===== config.mk =====
export PLATFORM = sky130hd
export DESIGN_NAME = dpc_div
export DESIGN_NICKNAME = d
export VERILOG_FILES = /design/src/hw/rtl/dpc_div.sv
export SDC_FILE = /design/constraint.sdc
export NUM_CORES = 2
export LEC_CHECK = 0
export CORE_AREA = 5 5 417 625
export CTS_BUF_LIST = sky130_fd_sc_hd__clkbuf_8
export DETAILED_ROUTE_END_ITERATION = 7
export DIE_AREA = 0 0 422 630
export DONT_BUFFER_PORTS = 1
export HOLD_SLACK_MARGIN = 0.08
export PLACE_DENSITY = 0.45
export SKIP_LAST_GASP = 1
export SLEW_MARGIN = 10
export SYNTH_ARGS = -nofsm -noshare
export SYNTH_HDL_FRONTEND = slang
export SYNTH_SLANG_ARGS = --single-unit

===== constraint.sdc =====
create_clock -name clk -period 3.81 [get_ports clk]
set_input_delay 0.1905 -clock clk [delete_from_list [all_inputs] [get_ports clk]]
set_output_delay 0.1905 -clock clk [all_outputs]
set_load 0.02 [all_outputs]

===== src/hw/rtl/dpc_div.sv =====
// Pipelined restoring divider: one quotient bit per stage, a new beat every cycle.
// Divisor zero gives all ones; the caller handles that case.
module dpc_div #(
  parameter int NUM_W  = 34,
  parameter int DEN_W  = 16,
  parameter int SIDE_W = 1
) (
  input  logic              clk,
  input  logic              rst,
  input  logic              in_valid,
  input  logic [NUM_W-1:0]  in_num,
  input  logic [DEN_W-1:0]  in_den,
  input  logic [SIDE_W-1:0] in_side,
  output logic              out_valid,
  output logic [NUM_W-1:0]  out_quo,
  output logic [SIDE_W-1:0] out_side
);

  logic              vld  [0:NUM_W];
  logic [NUM_W-1:0]  num  [0:NUM_W];
  logic [NUM_W-1:0]  quo  [0:NUM_W];
  logic [DEN_W-1:0]  rem  [0:NUM_W];
  logic [DEN_W-1:0]  den  [0:NUM_W];
  logic [SIDE_W-1:0] side [0:NUM_W];

  // stage 0 is the incoming beat
  assign vld[0]  = in_valid;
  assign num[0]  = in_num;
  assign quo[0]  = '0;
  assign rem[0]  = '0;
  assign den[0]  = in_den;
  assign side[0] = in_side;

  for (genvar s = 0; s < NUM_W; s++) begin : g_stage
    logic [DEN_W:0]    trial;
    logic              take;
    logic              vld_q;
    logic [NUM_W-1:0]  num_q;
    logic [NUM_W-1:0]  quo_q;
    logic [DEN_W-1:0]  rem_q;
    logic [DEN_W-1:0]  den_q;
    logic [SIDE_W-1:0] side_q;

    // shift in the next numerator bit and try the subtract
    assign trial = {rem[s], num[s][NUM_W-1]};
    assign take  = (trial >= {1'b0, den[s]});

    always_ff @(posedge clk) begin
      if (rst) begin
        vld_q <= 1'b0;
      end else begin
        vld_q <= vld[s];
      end
    end

    always_ff @(posedge clk) begin
      num_q  <= {num[s][NUM_W-2:0], 1'b0};
      quo_q  <= {quo[s][NUM_W-2:0], take};
      rem_q  <= take ? DEN_W'(trial - {1'b0, den[s]}) : trial[DEN_W-1:0];
      den_q  <= den[s];
      side_q <= side[s];
    end

    assign vld[s+1]  = vld_q;
    assign num[s+1]  = num_q;
    assign quo[s+1]  = quo_q;
    assign rem[s+1]  = rem_q;
    assign den[s+1]  = den_q;
    assign side[s+1] = side_q;
  end

  assign out_valid = vld[NUM_W];
  assign out_quo   = quo[NUM_W];
  assign out_side  = side[NUM_W];

endmodule


# After elaboration in Yosys (flattened, before gate mapping)
# Cells that the tools add are included.
# word_totals
ff_bits	2280
wordCells	302
# classes
add_sub_neg	33
order_cmp	34
n_mux	33
# ops
cell	count
>= comparator 17 x 16 -> 1 bit	33
two-way mux 16 bit	32
subtractor 16 bit	32
>= comparator 1 x 16 -> 1 bit	1
subtractor 1 x 16 -> 16 bit	1
two-way mux 1 bit	1

# Longest topological paths before layout
# logic_depth
word_depth	2
depth_mapped	14

# Worst setup path before layout
# Ideal clock, no wire load.
# synth_path
path_kind	reg-to-reg
start	reg g_stage[15].den_q[1]
end	reg g_stage[16].rem_q[10]
setup_time_ns	0.121
arrival_ns	2.899
required_ns	3.689
setup_slack_ns	0.790
path_stages_with_launch	13
path_buffers	1
synth_period_minus_slack_ns	3.020
cell_sequence	dfxtp_1 -> inv_1 -> ha_1 -> nor2b_1 -> o31a_1 -> or2_1 -> o41ai_2 -> o21ai_1 -> a21oi_2 -> o31ai_1 -> a41oi_2 -> buf_6 -> mux2_2
# synth_via
elab_chain_len	2
word_cells_on_any_way	3
cone_classes	add/sub: 1; order compare: 1; mux: 1
# synth_lines
element	line_no	text
from (decl)	41	logic [DEN_W-1:0] den_q;
from (signal assigned)	60	den_q <= den[s];
subtractor 16 bit / >= comparator 17 x 16 -> 1 bit (equally long branches)	59, 46	
two-way mux 16 bit (*)	59	rem_q <= take ? DEN_W'(trial - {1'b0, den[s]}) : trial[DEN_W-1:0];
to (signal assigned)	59	
to (decl)	40	logic [DEN_W-1:0] rem_q;
# Every way passes the cells marked *; elsewhere a longest branch is shown, timed or not.
# A chain may end at the register's enable or synchronous reset.

# Worst setup path in the final report
# layout_path
start	reg g_stage[15].den_q[1]
end	reg g_stage[16].rem_q[3]
# The elaborated chain is that of the path after synthesis.

==> impl_summary.txt <==
----------------------------------------------------
[Finish]
  Commonest non-fill, non-tap cell in the layout ... dfxtp_1
  Net count, final ... 7735
  Proportion of layout cells with a drive suffix above 1 ... 12.82%
  Layout-stage area growth over the synthesis result ... 17.14%
  Post-route cell area ... 89000 um2
  Final core utilization ... 35.01%
  Commonest non-fill, non-tap cells in the layout ... 2280 x dfxtp_1, 749 x inv_1, 530 x ha_1, 461 x clkbuf_8, 417 x a21oi_1

[Die]
  Die footprint ... 265900 um2
  Placeable core region ... 254200 um2
  Number of core rows ... 227
  Die Span Y ... 630 um
  Horizontal die dimension ... 422 um
  I/O pins ... 90
  Initial core utilization ... 29.89%

[GRT]
  Number of global-route vias before repair ... 49306
  Antenna violations before repair ... 4
  Global-route wire length before repair ... 253000 um
  Total Routing Usage GR ... 11.72%
  Grt ovf ... 0
  Maximum number of pins on one net before global-route repair ... 35

[Placement]
  RD Place Congestion ... 0.8318
  Detailed Place HPWL ... 115600 um
  Count of input and output buffers ... 0
  Cell Area, Placed ... 80170 um2

[Routing]
  Detail Route Antenna Nets ... 0
  Number of remaining DRC errors ... 0
  Violation count after the first detailed-routing iteration ... 1751
  Post-DR wirelength/cell ... 14.73 um
  Vias post-DR ... 46675
  Routed wire length ... 158100 um
  Ratio of routed vias to standard cells ... 4.348
  TritonRoute pass-1 iters ... 5

[Synthesis]
  Fraction of synthesis flops using an asynchronous set or reset pin ... 0%
  Post-synth EDFFs ... 0
  Cell area after synthesis ... 75980 um2
  Sequential share of the synthesized area ... 60.08%
  Post-synth cell types ... 84
  Number of instances in the synthesized netlist ... 6680
  Synthesized netlist net count ... 7296
  Avg Cell Area, Syn ... 11.37 um2
  Synth Register Bits ... 2280
  Number of warning messages in the yosys log ... 0
  Top FF cell, synth ... dfxtp_1

[Critical path]
  Reg-to-reg slack, setup ... 440 ps
  Crit Reg-Reg Startpoint ... g_stage[15].den_q[1]
  WP data required ... 4660 ps
  Largest fanout on the critical path ... 17
  Crit path max-delay family ... compound AO/OA/AOI/OAI gates
  CP Capture Type ... flop
  Startpoint kind of the worst setup timing path ... flop
  Destination of the worst register-to-register timing path ... g_stage[16].rem_q[3]
  Critical path startpoint ... g_stage[15].den_q[1]
  Crit path DAT ... 4220 ps
  Cell count along the critical path ... 12
  Crit path largest cell delay ... 420 ps
  CP max-delay cell ... o41ai_2
  Capture point of the critical path ... g_stage[16].rem_q[3]
  Crit Path Class ... reg -> reg
  R2R cell count ... 12
  Bufs and invs on worst path ... 2
  Cell breakdown of the critical path ... inv_1, ha_1, nor2b_1, o31a_1, or2_1, o41ai_2, o21ai_1, a21oi_2, o31ai_1, a41oi_2, buf_4, mux2_2

[STA]
  Relative slew margins ... 27.88%
  Setup clock skew after layout ... 67.02 ps
  Final Max Tran Viols ... 0
  Final Cycle Share ... 88.48%
  Setup-violating endpoint count in the final report ... 0
  Clock period minus final worst setup slack ... 3371 ps
  Transition at the pin with the smallest max-transition slack ... 1078 ps
  Number of hold-slack violations in the final timing report ... 0
  Unrepaired setup endpoints after global routing ... no
  Max frequency ... 296.6 MHz
  Total negative slack for setup checks ... 0 ps

[Clock tree]
  CTS Root Cell ... clkbuf_8
  H-tree levels ... 5
  Clock sink total ... 2280
  Clock buffers created by TritonCTS ... 367
  Largest buffer count on any clock path ... 4
  Clock latency of the later-clocked register in the worst-skew pair ... 990 ps
  TritonCTS clock tree ... done
  Post-CTS clock slew at the launch and capture registers of the worst setup and hold paths ... 60 ps

[Pwr]
  Leakage power ... 39.85 nW
  Switching power as a share of total power ... 32.01%
  Net Sw Power ... 0.02447 W
  Part of the total power dissipated in sequential elements ... 41.1%
  Cell-internal power ... 0.05196 W
  Portion of total power attributed to the clock network ... 28.4%
  Total Power ... 0.07642 W
  Power density of the placed cells ... 858.7 nW/um2
  Maximum resistive drop on vdd ... 0.4498 mV
  Combinational Power Share ... 30.5%

[Outcome]
  Run status ... finished clean

[Run]
  Total of max-cap violations ... 0

[Min path]
  Worst min-delay path category ... reg -> reg

----------------------------------------------------
==> Yosys cell counts (70+ instances only) <==
cell	count	area [um2]
inv_1	652	2447
a21oi_1	420	2102
nand2_1	277	1040
a21o_1	129	968.4
ha_1	530	6631
mux2_2	259	2917
xnor2_1	236	2067
nor2b_1	115	719.4
dfxtp_1	2280	45640
xor2_1	139	1217
nor3_1	94	470.5
nor2_1	354	1329
o21ai_0	277	1386
o21a_1	70	525.5
nand4_1	73	456.7
==> through the flow <==
step / cells / hold slack, ps / setup WS, ps
after floorplan: 6680 / 218.2 / 790.0
after global placement: 9963 / 218.3 / 368.1
after detailed placement: 9963 / 218.3 / 394.0
after CTS: 10729 / 133.6 / 333.4
after global routing: 10735 / 192.5 / 67.75
final: 10735 / 279.4 / 438.9
==> flip-flops by register name, indices dropped and copies added (netlist names) <==
signal          count
g_stage.den_q     528
g_stage.vld_q      33
out_quo            34
g_stage.rem_q     528
g_stage.quo_q     561
out_valid           1
out_side            1
g_stage.num_q     561
g_stage.side_q     33
==> worst min-delay path by stage <==
stage | startpoint | to | slack [ps] | cells after the start
after global routing | in_num[7] | g_stage[0].num_q[8] | 190 | 2
after detailed placement | in_num[30] | g_stage[0].num_q[31] | 220 | 0
after floorplan | in_den[0] | g_stage[0].den_q[0] | 220 | 0
after CTS | in_num[29] | g_stage[0].num_q[30] | 130 | 2
after global placement | in_num[14] | g_stage[0].num_q[15] | 220 | 0
final | g_stage[10].num_q[21] | g_stage[11].num_q[22] | 280 | 0
==> logic make-up (layout without fill, tap and decap cells) <==
family,Yosys count,count (layout),share of synthesized area [%]
DFF,2280,2280,60.08
xor gates and xnor gates,375,375,4.323
adders and majority gates,562,562,9.571
and+or+nand+nor,1182,1182,7.483
other,0,6,0
muxes,306,306,4.504
buffers and inverters,734,1463,3.758
AOI/OAI and AO/OA,1241,1241,10.28
==> layer usage <==
metal  track usage (%)  wire length (um)  vias to the layer above
li1                  -                 -                    23586
met1             10.81             54970                    21789
met2             23.76             88770                      858
met3             2.567              7015                      442
met4             5.756              7385                        0
met5                 0                 0                        -
==> power by group through the flow <==
stage	Combinational (W)	Clock, W	Sequential [W]
after global routing	0.0261	0.0240	0.0319
after floorplan	0.0185	0	0.0307
after detailed placement	0.0233	0	0.0321
after global placement	0.0230	0	0.0322
after CTS	0.0235	0.0230	0.0316
final	0.0233	0.0217	0.0314
==> repair_timing <==
item	in CTS	in global routing
hold buffers	107	0
endpoints found under the hold margin	101	0
buffers inserted	0	0
gates resized for setup	0	0
==> layout make-up <==
cell class                      count  area [um2]
Antenna cell                        6       15.01
Clock buffer                      461        6345
Clock inverter                    198        1400
Fill cell                       25253      165200
Inverter                          652        2447
Multi-Input combinational cell   3666       27540
Sequential cell                  2280       45640
Tap cell                         3320        4154
Timing Repair Buffer              152        1459
(Power assumes the default switching activity.)
